$ cat config.mk
export PLATFORM = sky130hd
export DESIGN_NAME = sadf_queue
export DESIGN_NICKNAME = d
export VERILOG_FILES = /design/src/design/sadf_pkg.sv /design/src/design/sadf_queue.sv
export SDC_FILE = /design/constraint.sdc
export NUM_CORES = 1
export LEC_CHECK = 0
export BUFFER_PORTS_ARGS = -buffer_cell sky130_fd_sc_hd__buf_4
export CORE_MARGIN = 2
export CORE_UTILIZATION = 55
export CTS_BUF_LIST = sky130_fd_sc_hd__clkbuf_8 sky130_fd_sc_hd__clkbuf_16
export CTS_CLUSTER_SIZE = 14
export DETAILED_ROUTE_END_ITERATION = 6
export PLACE_DENSITY = 0.85
export SYNTH_ARGS = -nofsm -noshare
export SYNTH_HDL_FRONTEND = slang
export SYNTH_SLANG_ARGS = --single-unit
$ cat constraint.sdc
create_clock -name clk_i -period 16.9 [get_ports clk_i]
set_input_delay 1.69 -clock clk_i [delete_from_list [all_inputs] [get_ports clk_i]]
set_output_delay 1.69 -clock clk_i [all_outputs]
set_load 0.01 [all_outputs]
$ cat src/design/sadf_pkg.sv
// Shared constants, types and conversion tables of the sRGB area-filter downsampler.
package sadf_pkg;

  localparam int MaxSide     = 4096;
  localparam int LinFracBits = 16;

  localparam int RawW     = 13;
  localparam int OutPosW  = 11;
  localparam int CodeW    = 8;
  localparam int HalfSide = MaxSide / 2;
  localparam int SideW    = $clog2(MaxSide + 1);
  localparam int HalfW    = $clog2(HalfSide + 1);
  localparam int PosW     = $clog2(MaxSide);
  localparam int ColW     = (HalfSide > 1) ? $clog2(HalfSide) : 1;
  localparam int LinW     = LinFracBits + 1;
  localparam int WtW      = $clog2(HalfSide * HalfSide + 1);
  localparam int ProdW    = LinW + WtW;
  localparam int SumW     = LinFracBits + 2 * $clog2(MaxSide) + 1;
  localparam int NW       = $clog2(MaxSide * MaxSide + 1);
  localparam int CmpW     = SumW + 2;
  localparam int AddrW    = ColW + 1;
  localparam int MemDepth = 2 ** AddrW;
  localparam int QDepth   = 4;
  localparam int QPtrW    = $clog2(QDepth);
  localparam int StepW    = 3;

  typedef enum logic [1:0] {OpRight, OpBelow, OpDiag, OpHome} acc_op_e;
  typedef enum logic [1:0] {AccClear, AccIdle, AccRead, AccWrite} acc_state_e;
  typedef enum logic [1:0] {EncIdle, EncSearch, EncHold} enc_state_e;

  typedef logic [3:0][SumW-1:0] sum4_t;

  typedef struct packed {
    logic [SideW-1:0] w;
    logic [SideW-1:0] h;
    logic [HalfW-1:0] wo;
    logic [HalfW-1:0] ho;
    logic             srgb;
    logic [NW-1:0]    n;
  } cfg_t;

  // One source pixel as seen by the accumulator: channel values (linear for sRGB
  // color), the weights of the four output cells it may touch, and where it lands.
  typedef struct packed {
    logic [3:0][LinW-1:0] v;
    logic [3:0][WtW-1:0]  wt;
    logic [ColW-1:0]      k;
    logic [ColW-1:0]      j;
    logic                 finish;
    logic                 done;
  } tok_t;

  typedef struct packed {
    sum4_t           sum;
    logic [ColW-1:0] k;
    logic [ColW-1:0] j;
    logic            done;
  } job_t;

  localparam logic [63:0] Q32Max    = 64'hFFFF_FFFF;
  localparam logic [63:0] LinDiv255 = 64'd255 * 64'd323;
  localparam logic [63:0] LinDiv510 = 64'd510 * 64'd323;
  localparam logic [63:0] XDiv255   = 64'd255 * 64'd211;
  localparam logic [63:0] XDiv510   = 64'd510 * 64'd211;
  localparam int          FixShift  = 32 - LinFracBits;

  function automatic logic [63:0] qmul(input logic [63:0] a, input logic [63:0] b);
    logic [63:0] p;
    p = a * b;
    return p >> 32;
  endfunction

  // Linear light of num/255 (half low) or num/510 (half high) in Q0.32.
  function automatic logic [63:0] lin_q32(input logic [63:0] num, input logic half);
    logic [63:0] den, x, x2, lo, hi, mid, p;
    den = half ? 64'd510 : 64'd255;
    lo  = '0;
    hi  = Q32Max;
    if (num * 64'd20000 <= den * 64'd809) begin
      return half ? ((num * 64'd25) << 32) / LinDiv510 : ((num * 64'd25) << 32) / LinDiv255;
    end
    x = half ? ((64'd200 * num + 64'd11 * den) << 32) / XDiv510
             : ((64'd200 * num + 64'd11 * den) << 32) / XDiv255;
    if (x > Q32Max) x = Q32Max;
    x2 = qmul(x, x);
    for (int i = 0; i < 40; i++) begin
      if (lo < hi) begin
        mid = lo + ((hi - lo + 64'd1) >> 1);
        p   = qmul(qmul(qmul(qmul(mid, mid), mid), mid), mid);
        if (p <= x2) lo = mid;
        else hi = mid - 64'd1;
      end
    end
    return qmul(x2, lo);
  endfunction

  function automatic logic [63:0] to_fixed(input logic [63:0] v);
    return (v + (64'd1 << (FixShift - 1))) >> FixShift;
  endfunction

  typedef logic [LinW-1:0] lin_tab_t [256];

  function automatic lin_tab_t build_lin();
    lin_tab_t t;
    for (int c = 0; c < 256; c++) t[c] = LinW'(to_fixed(lin_q32(64'(c), 1'b0)));
    return t;
  endfunction

  function automatic lin_tab_t build_thr();
    lin_tab_t t;
    t[0] = '0;
    for (int c = 1; c < 256; c++) t[c] = LinW'(to_fixed(lin_q32(64'(2 * c - 1), 1'b1)));
    return t;
  endfunction

  localparam lin_tab_t LinTable = build_lin();
  localparam lin_tab_t ThrTable = build_thr();

endpackage

$ cat src/design/sadf_queue.sv
// Small token queue between the front end and the accumulator.
module sadf_queue import sadf_pkg::*; (
  input  logic clk_i,
  input  logic rst_ni,
  input  logic flush_i,
  input  logic push_i,
  input  tok_t push_data_i,
  output logic full_o,
  input  logic pop_i,
  output tok_t head_o,
  output logic empty_o
);

  tok_t             slots_q [QDepth];
  logic [QPtrW-1:0] wr_q, wr_d, rd_q, rd_d;
  logic [QPtrW:0]   cnt_q, cnt_d;

  assign full_o  = cnt_q == (QPtrW + 1)'(QDepth);
  assign empty_o = cnt_q == '0;
  assign head_o  = slots_q[rd_q];

  always_comb begin
    wr_d  = wr_q + QPtrW'(push_i);
    rd_d  = rd_q + QPtrW'(pop_i);
    cnt_d = cnt_q + (QPtrW + 1)'(push_i) - (QPtrW + 1)'(pop_i);
    if (flush_i) begin
      wr_d = '0; rd_d = '0; cnt_d = '0;
    end
  end

  always_ff @(posedge clk_i or negedge rst_ni) begin
    if (!rst_ni) begin
      wr_q <= '0; rd_q <= '0; cnt_q <= '0;
    end else begin
      wr_q <= wr_d; rd_q <= rd_d; cnt_q <= cnt_d;
    end
  end

  always_ff @(posedge clk_i) begin
    if (push_i) slots_q[wr_q] <= push_data_i;
  end

endmodule

==> summary.md, run 1 <==
| Metric | Value |
|---|---|
| Run status | finished, final reports clean |
| Number of remaining DRC errors | 0 |
| Final-layout setup total negative slack | 0 ns |
| Routed via count divided by cell count | 5.86 |
| Antenna violations before repair | 2 |
| Clk sink count | 743 |
| Wire length of the first global-routing pass | 80700 um |
| Switching component of the power | 0.893 mW |
| Maximum capacitance violations | 0 |
| Crit-path max FO | 47 |
| Type of the most critical hold path | register to register |
| Critical path arrival | 4.19 ns |
| Worst hold path cell count | 2 |
| Number of buffers inserted by hold repair at cts | 0 |
| Setup repair after global routing missed its margin | no |
| Mapped Nets | 1188 |
| Crit path time final | 5.88 ns |
| Hold-critical path endpoint | cnt_q[2] |
| Overall fraction of global-route tracks in use | 0.219 |
| RePlAce Congestion | 0.739 |
| Gate count after technology mapping | 994 |
| Worst hold-check slack | 0.678 ns |
| TritonCTS clock tree | built |
| Pin slew with the least headroom to its limit | 1.04 ns |
| Clock network fraction of design power | 0.372 |
| Headroom to the max-slew limit | 0.308 |
| Gate power share | 0.105 |
| Endpoint class of the critical path | output port |
| Maximum buffer depth of the clock tree | 3 |
| Setup Skew | 0.0220 ns |
| Cell internal power dissipation | 3.23 mW |
| Sequential area share after synthesis | 0.825 |
| Critical Path Source Type | register |
| Avg WL per Cell | 26.5 um |
| Power per unit of standard cell area | 126 mW/mm2 |
| CP required | 15.21 ns |
| Reg2reg path depth | 3 |
| Die Span X | 226 um |
| Number of core rows | 81 |
| Number of buffers inserted to repair setup after CTS | 0 |
| DP HPWL | 31700 um |
| Source of the critical timing path | rd_q[0] |
| Synthesized area per cell | 27.2 um2 |
| Area growth, synth to finish | 20.9% |
| Total of buffers placed on input and output ports | 374 |
| Post-DRT Antenna Nets | 0 |
| Highest Clock Rate | 0.170 GHz |
| Count of cells resized by post-cts repair | 0 |
| Vias in the first global route | 12900 |
| DRT Wirelength | 55400 um |
| H-Tree Depth | 3 |
| Initial Utilization | 0.555 |
| Worst hold start | cnt_q[2] |
| Clock-pin slew of the registers on the worst-case setup and hold paths | 0.06 ns |
| Launch instance of the worst register-to-register path | wr_q[0] |
| Synthesized flop and latch total | 743 |
| Overflow after GRT | 0 |
| Via count of the routed design | 12300 |
| Height of the die | 226 um |
| Number of DRC markers in iteration 0 | 1101 |
| Number of I/O pins | 375 |
| Total Die Area | 0.0509 mm2 |
| Share of the synthesized area in the top cell type | 0.819 |
| Number of pins exceeding their max-slew limit in the final report | 0 |
| Biggest area consumer among synthesized cells | sky130_fd_sc_hd__edfxtp_1 |
| Root Buffer Master | sky130_fd_sc_hd__clkbuf_16 |
| Sequential cell fraction of total power | 0.523 |
| Ratio of final minimum period to clock period | 0.348 |
| Reg-to-reg setup timing slack | 13.83 ns |
| Count of warnings emitted by yosys | 0 |
| Setup Crit Path Kind | register to output port |
| Layout cells sized above 1 | 0.465 |
| Num CTS Buffers | 73 |
| Standby leakage power | 11.0 nW |
| Latest clock arrival within the worst-skew pair | 0.60 ns |
| Net count reported at finish | 1613 |
| First-pass DRT Iterations | 5 |
| Total core area | 0.0486 mm2 |
| Number of hold violations in the final report | 0 |
| R2R Path End | slots_q[2][118] |
| Leading post-synthesis cells by cell area | sky130_fd_sc_hd__edfxtp_1 82%, sky130_fd_sc_hd__mux4_2 15%, sky130_fd_sc_hd__dfrtp_1 0.65% |
| Netlist area before placement | 0.0270 mm2 |
| Number of library cell types mapped by synthesis | 21 |
| Setup Viol. Count Final | 0 |
| Switching power as a share of total power | 0.217 |
| Largest net degree at the start of global routing | 72 |
| Peak supply drop | 0.000109 V |
## layout by cell type, fill, tap and decap left out
cell type and count:
sky130_fd_sc_hd__buf_4 392, sky130_fd_sc_hd__xnor2_1 2, sky130_fd_sc_hd__clkinv_1 9, sky130_fd_sc_hd__nor3_1 1
sky130_fd_sc_hd__dfrtp_1 5, sky130_fd_sc_hd__xnor3_1 1, sky130_fd_sc_hd__nor2_4 1, sky130_fd_sc_hd__inv_6 2
sky130_fd_sc_hd__dfrtp_4 2, sky130_fd_sc_hd__edfxtp_1 736, sky130_fd_sc_hd__clkinv_2 15, sky130_fd_sc_hd__nor2_1 4
sky130_fd_sc_hd__clkbuf_8 1, sky130_fd_sc_hd__and3b_4 1, sky130_fd_sc_hd__fa_1 1, sky130_fd_sc_hd__nor3b_2 1
sky130_fd_sc_hd__ha_1 4, sky130_fd_sc_hd__clkinv_4 1, sky130_fd_sc_hd__clkinvlp_4 2, sky130_fd_sc_hd__and3_4 1
sky130_fd_sc_hd__inv_1 18, sky130_fd_sc_hd__bufinv_16 4, sky130_fd_sc_hd__nor2b_1 3, sky130_fd_sc_hd__nor3b_1 1
sky130_fd_sc_hd__nand2_1 1, sky130_fd_sc_hd__clkbuf_16 77, sky130_fd_sc_hd__mux4_2 184, sky130_fd_sc_hd__diode_2 1
## state kept, by name (all words and copies together) (netlist names)
register	cells
cnt_q	3
wr_q	2
rd_q	2
slots_q	736
## synthesized netlist by cell type, drive strengths merged
cell type	n
fa	1
nor2	5
mux4	184
nor3	1
dfrtp	7
xnor3	1
ha	4
nand2	1
xnor2	2
inv	3
and3	1
clkbuf	3
edfxtp	736
buf	39
and3b	1
nor3b	2
nor2b	3
## logic make-up after synthesis
logic type,count (synthesis),synth area share
xor gates and xnor gates,3,0.00148
and+or+nand+nor,14,0.00283
DFF,743,0.825
buffers and inverters,45,0.0143
adders and majority gates,5,0.00260
muxes,184,0.154
## metal layers
metal	vias up	routed length, um	share of wire	GRT usage
met4	2	1300	0.023	0.0720
li1	5164	-	-	-
met5	-	16	0.00029	0
met1	6482	20400	0.37	0.274
met2	523	28900	0.52	0.368
met3	94	4760	0.086	0.0671
## layout make-up
cell class	count	area (um2)
Clock inverter	48	327
Fill cell	2888	16000
Tap cell	622	778
Sequential cell	743	22300
Antenna cell	1	2.50
Clock buffer	78	1940
Multi-Input combinational cell	206	4350
Timing Repair Buffer	392	2940
Inverter	3	11.3
## worst max-delay path by stage
stage / cells past startpoint / slack [ns] / endpoint
global route: 4 / 10.57 / head_o[124]
CTS: 4 / 10.81 / head_o[159]
detailed placement: 4 / 11.46 / head_o[151]
floorplan: 1 / 1.11 / slots_q[0][0]
global placement: 4 / 11.45 / head_o[151]
finish: 4 / 11.02 / head_o[159]
## power groups by stage
stage	Combinational [mW]	Clock (mW)	Sequential (mW)
finish	0.432	1.53	2.15
global route	0.459	1.62	2.16
CTS	0.439	1.57	2.16
detailed placement	0.433	0	2.19
global placement	0.424	0	2.18
floorplan	0.237	0	2.20
## critical path: stages, from the launching register on
cell	delay, ns
sky130_fd_sc_hd__dfrtp_4	1.01
sky130_fd_sc_hd__buf_4	0.85
sky130_fd_sc_hd__buf_4	0.85
sky130_fd_sc_hd__mux4_2	0.64
sky130_fd_sc_hd__buf_4	0.17
## metrics by stage
stage	setup WS (ns)	util	power (mW)	area (um2)	std cells
4_1_cts	10.81	0.671	4.16	32600	2092
6_report	11.02	0.671	4.12	32600	2093
5_1_grt	10.57	0.671	4.24	32600	2093
3_5_place_dp	11.46	0.624	2.62	30400	1966
2_1_floorplan	1.11	-	2.44	27000	994
3_3_place_gp	11.45	0.624	2.61	30400	1966
Note: power is estimated with default switching activity, not from simulation.
==> inputs of run 2 (changes only) <==
Settings changed: ABC_AREA set to 1, PLACE_DENSITY 0.85 to 0.84.
Clock period 16.9 ns to 5.6 ns, I/O delays scaled along.
==> run 2 against run 1 <==
Clock skew shrank 0.0016 ns. Critical path depth grew 1. Sequential share of layout area fell by 5.2 points. Count of clock-buffer cells in the layout is 3 lower. Via count increased by 44%. Global-route usage is 0.51 points lower. Sequential power grew to 3.0 times the previous value. Synthesized cell count is 120% higher. Register-to-register slack got worse by 11 ns. Final cell count increased by 58%. Hold slack got worse by 0.53 ns. Utilization down 1.1 points. Highest routed layer unchanged.
==> summary.md, run 2 <==
| Metric | Value |
|---|---|
| FFs w/ async S/R, synth | 0.00942 |
| Post-route setup slack | 2.03 ns |
| Headroom to the max-slew limit | 0.186 |
| Root Buffer Master | sky130_fd_sc_hd__clkbuf_16 |
| Crit path max-delay family | flip-flops |
| Leading post-synthesis cells by cell area | sky130_fd_sc_hd__edfxtp_1 75%, sky130_fd_sc_hd__inv_1 4.8%, sky130_fd_sc_hd__nand2_1 4.7% |
| Setup Skew | 0.0204 ns |
| DP HPWL | 34600 um |
| Number of DRC markers in iteration 0 | 1202 |
| Highest-count cells in the layout ignoring fill and taps | 736 x sky130_fd_sc_hd__edfxtp_1, 397 x sky130_fd_sc_hd__inv_1, 387 x sky130_fd_sc_hd__buf_4 |
| Num CTS Buffers | 73 |
| Critical-path cell with the highest stage delay | sky130_fd_sc_hd__dfrtp_4 |
| Crit-path max FO | 93 |
| Most common cell after layout, fill and taps aside | sky130_fd_sc_hd__edfxtp_1 |
| Filler Cells Inserted | 3531 |
| Count of warnings emitted by yosys | 0 |
| Ratio of final minimum period to clock period | 0.638 |
| Worst path buffer plus inverter count | 2 |
| Share of the synthesized area in the top cell type | 0.746 |
| CP required | 5.04 ns |
| DRT Wirelength | 60300 um |
| Layout cells sized above 1 | 0.232 |
| Register name with the most flops | slots_q |
| Number of flip-flops under the largest register name | 736 |
| Largest net degree at the start of global routing | 191 |
| Number of enable-type register cells in the synthesized netlist | 736 |
| Peak supply drop | 0.000420 V |
| Standby leakage power | 13.6 nW |
| Count of cells resized by post-cts repair | 0 |
| Endpoint class of the critical path | output port |
| Worst setup slack before clock tree synthesis | 2.69 ns |
| Number of core rows | 85 |
| Type of the most critical hold path | primary input to register |
| Pin slew with the least headroom to its limit | 1.22 ns |
| Number of pins exceeding their max-slew limit in the final report | 0 |
| Number of I/O pins | 375 |
| Critical path arrival | 3.01 ns |
| Synthesized flop and latch total | 743 |
| Cell chain of the critical path | buf_4 > nand2_1 > o211ai_1 > nand2_1 > buf_4 |
| Overflow after GRT | 0 |
| Clk sink count | 743 |
| Biggest area consumer among synthesized cells | sky130_fd_sc_hd__edfxtp_1 |
| Setup Crit Path Kind | register to output port |
| Mapped Nets | 2385 |
| Number of remaining DRC errors | 0 |
| Final-layout setup total negative slack | 0 ns |
| Antenna violations before repair | 5 |
| Run status | finished, final reports clean |
| First-pass DRT Iterations | 5 |
| Total Die Area | 0.0557 mm2 |
| Via count of the routed design | 17600 |
| Number of library cell types mapped by synthesis | 18 |
| Height of the die | 236 um |
| Vias in the first global route | 17700 |
| Ranking of synthesized cells by instance count | 736 x sky130_fd_sc_hd__edfxtp_1, 380 x sky130_fd_sc_hd__inv_1, 371 x sky130_fd_sc_hd__nand2_1 |
| Latest clock arrival within the worst-skew pair | 0.60 ns |
| Overall fraction of global-route tracks in use | 0.214 |
| Power per unit of standard cell area | 359 mW/mm2 |
| Netlist area before placement | 0.0296 mm2 |
| Regs by FF count | slots_q: 736 flops, cnt_q: 3 flops |
| Dominant register cell in the synthesized netlist | sky130_fd_sc_hd__edfxtp_1 |
| Maximum capacitance violations | 0 |
| Number of hold violations in the final report | 0 |
| Leading cell type by number of instances after synthesis | sky130_fd_sc_hd__edfxtp_1 |
| Total of buffers placed on input and output ports | 374 |
| Worst path max stage delay | 0.98 ns |
| Setup Viol. Count Final | 0 |
| H-Tree Depth | 3 |
| Net count reported at finish | 2735 |
| Synthesized area per cell | 13.5 um2 |
| Wire length of the first global-routing pass | 92800 um |
| Routed via count divided by cell count | 5.34 |
| RePlAce Congestion | 0.777 |
| Crit path time final | 3.57 ns |
| Reg-to-reg setup timing slack | 3.03 ns |
| Total core area | 0.0535 mm2 |
| Power Total | 12.7 mW |
| Post-DRT Antenna Nets | 0 |
| Setup repair after global routing missed its margin | no |
| Area growth, synth to finish | 19.2% |
| Avg WL per Cell | 18.3 um |
| Gate count after technology mapping | 2191 |
| Critical Path Source Type | register |
| Initial Utilization | 0.554 |
| Clock-pin slew of the registers on the worst-case setup and hold paths | 0.06 ns |
| Maximum buffer depth of the clock tree | 3 |
| TritonCTS clock tree | built |
| Die Span X | 236 um |
| Sequential area share after synthesis | 0.752 |
| Highest Clock Rate | 0.280 GHz |
[run 2: layout make-up]
type                       count  area [um2]  area share
clock inverter                57         433      0.0123
timing repair buffer         398        3120      0.0882
multi-input combinational    945        5310       0.150
inverter                     380        1430      0.0404
sequential                   743       22300       0.631
tap                          696         871      0.0247
clock buffer                  75        1880      0.0531
antenna                        3        7.51    0.000213
[run 2: stage by stage]
stage | std cells | util | instance area [um2] | hold WS, ns
final | 3297 | 0.660 | 35300 | 0.152
after floorplan | 2191 | - | 29700 | 0.264
after CTS | 3294 | 0.660 | 35300 | 0.111
after global placement | 3161 | 0.617 | 33000 | 0.375
after global routing | 3297 | 0.660 | 35300 | 0.124
after detailed placement | 3161 | 0.617 | 33000 | 0.377
[run 2: kinds of logic after synthesis]
kind of cell,count (synthesis),share of synthesized area
adder cells (fa/ha/maj),5,0.00236
buffers and inverters,503,0.0705
XOR/XNOR,1,0.000296
AO/OA/AOI/OAI,555,0.126
AND/OR/NAND/NOR,384,0.0489
flip-flops,743,0.752
[run 2: repair_timing]
action,4_1_cts,5_1_grt
setup buffers,0,0
hold endpoints to repair,7,0
hold buffers,1,0
[run 2: layer usage]
| metal | up-vias | routed length [um] | part of all wire | GRT usage |
|---|---|---|---|---|
| met3 | 122 | 4160 | 0.069 | 0.0547 |
| met4 | 4 | 1900 | 0.032 | 0.0948 |
| met1 | 8565 | 23200 | 0.38 | 0.256 |
| met2 | 560 | 31000 | 0.51 | 0.367 |
| met5 | - | 23 | 0.00038 | 0 |
| li1 | 8354 | - | - | - |
[run 2: report_power, final]
part           total (mW)  internal (mW)  switching [mW]  leakage, nW
Sequential           6.48           6.39          0.0808         6.85
Combinational        1.51          0.594           0.919         5.60
Clock                4.68           2.71            1.97         1.19
Total                12.7           9.70            2.97         13.6
[run 2: path summary, 6_finish.rpt]
check / from / to / depth (start not counted)
setup / recovery: rd_q[0] / head_o[25] / 5
max in group asynchronous: rst_ni / rd_q[1] / 2
hold reg to reg: cnt_q[2] / cnt_q[2] / 3
min in group asynchronous: rst_ni / cnt_q[0] / 2
setup reg to reg: wr_q[1] / slots_q[2][89] / 4
hold / removal: push_data_i[3] / slots_q[1][3] / 1
[run 2: worst reg2reg max path: cells and delay by family (launching register included)]
kind	cells	cell delay, ns
buffers and inverters	3	1.41
DFF	1	0.50
and+or+nand+nor	1	0.24
==> inputs of run 3 (changes only) <==
Clock period 5.6 ns to 3.5 ns, I/O delays scaled along.
==> run 3 against run 2 <==
Cell area rose by 5.2%. Combinational power rose by 79%. Global-route usage rose by 2.7 points. Sequential cell count did not move. Sequential share of layout area fell by 3.1 points. Clock skew fell by 0.0066 ns. Non-clock buffer count rose by 194. Via count rose by 9.0%. Utilization rose by 3.4 points.
==> summary.md, run 3 (synthesis gave the netlist of run 2 again) <==
| Metric | Value |
|---|---|
| Run status | finished, final reports clean |
| Clock-pin slew of the registers on the worst-case setup and hold paths | 0.06 ns |
| Routed via count divided by cell count | 5.50 |
| Post-route setup slack | 0.529 ns |
| Number of pins exceeding their max-slew limit in the final report | 0 |
| Most common cell after layout, fill and taps aside | sky130_fd_sc_hd__edfxtp_1 |
| Maximum buffer depth of the clock tree | 3 |
| TritonCTS clock tree | built |
| Wire length of the first global-routing pass | 105000 um |
| Number of flip-flops under the largest register name | 736 |
| Worst hold path cell count | 3 |
| Critical-path cell with the highest stage delay | sky130_fd_sc_hd__dfrtp_4 |
| Post-Place Cell Area | 0.0331 mm2 |
| Worst path buffer plus inverter count | 2 |
| DP HPWL | 36200 um |
| Post-DRT Antenna Nets | 0 |
| Critical Path Source Type | register |
| Clk sink count | 743 |
| Number of DRC markers in iteration 0 | 1572 |
| Cell chain of the critical path | buf_4 > nand2_1 > o211ai_2 > nand2_1 > buf_4 |
| Total Die Area | 0.0557 mm2 |
| Type of the most critical hold path | primary input to register |
| Ratio of final minimum period to clock period | 0.849 |
| Setup Viol. Count Final | 0 |
| Worst setup slack before clock tree synthesis | 1.21 ns |
| Endpoint class of the critical path | output port |
| Highest Clock Rate | 0.337 GHz |
| Regs by FF count | slots_q: 736 flops, cnt_q: 3 flops |
| Num CTS Buffers | 73 |
| Critical path arrival | 2.62 ns |
| Overall fraction of global-route tracks in use | 0.241 |
| Crit path time final | 2.97 ns |
| Power Total | 20.2 mW |
| Vias in the first global route | 19900 |
| Maximum capacitance violations | 0 |
| Height of the die | 236 um |
| DRT Wirelength | 68000 um |
| Area growth, synth to finish | 25.4% |
| Layout cells sized above 1 | 0.219 |
| Number of remaining DRC errors | 0 |
| First-pass DRT Iterations | 5 |
| Non-Filler Cell Area, Final | 0.0372 mm2 |
| Worst path max stage delay | 0.84 ns |
| CP Depth | 5 |
| R2R Path End | slots_q[2][89] |
| Setup Crit Path Kind | register to output port |
| Overflow after GRT | 0 |
| Antenna violations before repair | 6 |
| Reg-to-reg setup timing slack | 1.65 ns |
| Standby leakage power | 14.4 nW |
| Pin slew with the least headroom to its limit | 0.726 ns |
| Crit-path max FO | 45 |
| Via count of the routed design | 19200 |
| Setup Skew | 0.0138 ns |
| Launch instance of the worst register-to-register path | wr_q[1] |
| Number of core rows | 85 |
| RePlAce Congestion | 0.794 |
| Latest clock arrival within the worst-skew pair | 0.61 ns |
| Number of I/O pins | 375 |
| Setup repair after global routing missed its margin | no |
| Hold-critical path endpoint | rd_q[1] |
| Register name with the most flops | slots_q |
| H-Tree Depth | 3 |
| Power per unit of standard cell area | 544 mW/mm2 |
| Peak supply drop | 0.000565 V |
| Net count reported at finish | 2929 |
| Total of buffers placed on input and output ports | 374 |
| Largest net degree at the start of global routing | 103 |
| Root Buffer Master | sky130_fd_sc_hd__clkbuf_16 |
| Reg2reg path depth | 3 |
| Crit path max-delay family | flip-flops |
| Die Span X | 236 um |
| Total core area | 0.0535 mm2 |
| CP required | 3.15 ns |
| Initial Utilization | 0.554 |
| Headroom to the max-slew limit | 0.516 |
| Avg WL per Cell | 19.5 um |
| Number of hold violations in the final report | 0 |
| Highest-count cells in the layout ignoring fill and taps | 736 x sky130_fd_sc_hd__edfxtp_1, 399 x sky130_fd_sc_hd__inv_1, 391 x sky130_fd_sc_hd__buf_4 |
| Worst hold start | pop_i |
run 3: cell types whose count changed in the layout (fill, tap and decap cells not counted), sizes merged:
cell	change
inv	+6
diode	+1
dlygate4sd3	+185
clkbuf	+1
clkinv	-2
clkinvlp	-1
bufinv	-6
buf	+9
run 3: repair_timing:
item                                   4_1_cts  5_1_grt
endpoints found under the hold margin      748        0
buffers inserted                             0        0
resized for setup                            0        0
hold buffers                               186        0
run 3: where the power goes:
group | internal, mW | leakage, nW | switching, mW | total [mW]
logic | 1.10 | 6.43 | 1.60 | 2.70
registers | 10.2 | 6.85 | 0.145 | 10.4
clock network | 3.93 | 1.14 | 3.20 | 7.13
run 3: how the worst max path moves through the flow:
| stage | startpoint | to | slack [ns] |
|---|---|---|---|
| floorplan | wr_q[1] | slots_q[2][0] | -1.84 |
| CTS | rd_q[0] | head_o[126] | 0.50 |
| global route | rd_q[0] | head_o[74] | 0.34 |
| finish | rd_q[0] | head_o[73] | 0.53 |
| global placement | rd_q[0] | head_o[72] | 1.29 |
| detailed placement | rd_q[0] | head_o[72] | 1.21 |
run 3: cell type report:
| type | count | area [um2] |
|---|---|---|
| flip-flops and latches | 743 | 22300 |
| fillers | 3183 | 16300 |
| multi-input cells | 945 | 5310 |
| repair buffers | 592 | 5100 |
| clock buffers | 76 | 1900 |
| inverters | 380 | 1430 |
| well taps | 696 | 871 |
| clock inverters | 54 | 254 |
| diodes | 4 | 10.0 |
run 3: stage by stage:
step	utilization	hold WS (ns)	instances	TNS, ns
6_report	0.695	0.103	3490	0
5_1_grt	0.695	0.0873	3489	0
4_1_cts	0.694	0.0631	3486	0
3_5_place_dp	0.619	0.172	3170	0
3_3_place_gp	0.619	0.166	3170	0
2_1_floorplan	-	0.0544	2191	-1344.47
run 3: worst min-delay path: cells and delay by family:
| family | cells | cell delay [ns] |
|---|---|---|
| buf+inv | 1 | 0.09 |
| fa+ha+maj | 1 | 0.16 |
| compound gates | 1 | 0.07 |
run 3: per-layer routing:
layer | vias to the layer above | wire [um] | track usage
met2 | 802 | 35600 | 0.430
met3 | 193 | 4780 | 0.0559
met1 | 9470 | 25000 | 0.280
met5 | - | 35 | 0
li1 | 8725 | - | -
met4 | 6 | 2530 | 0.102
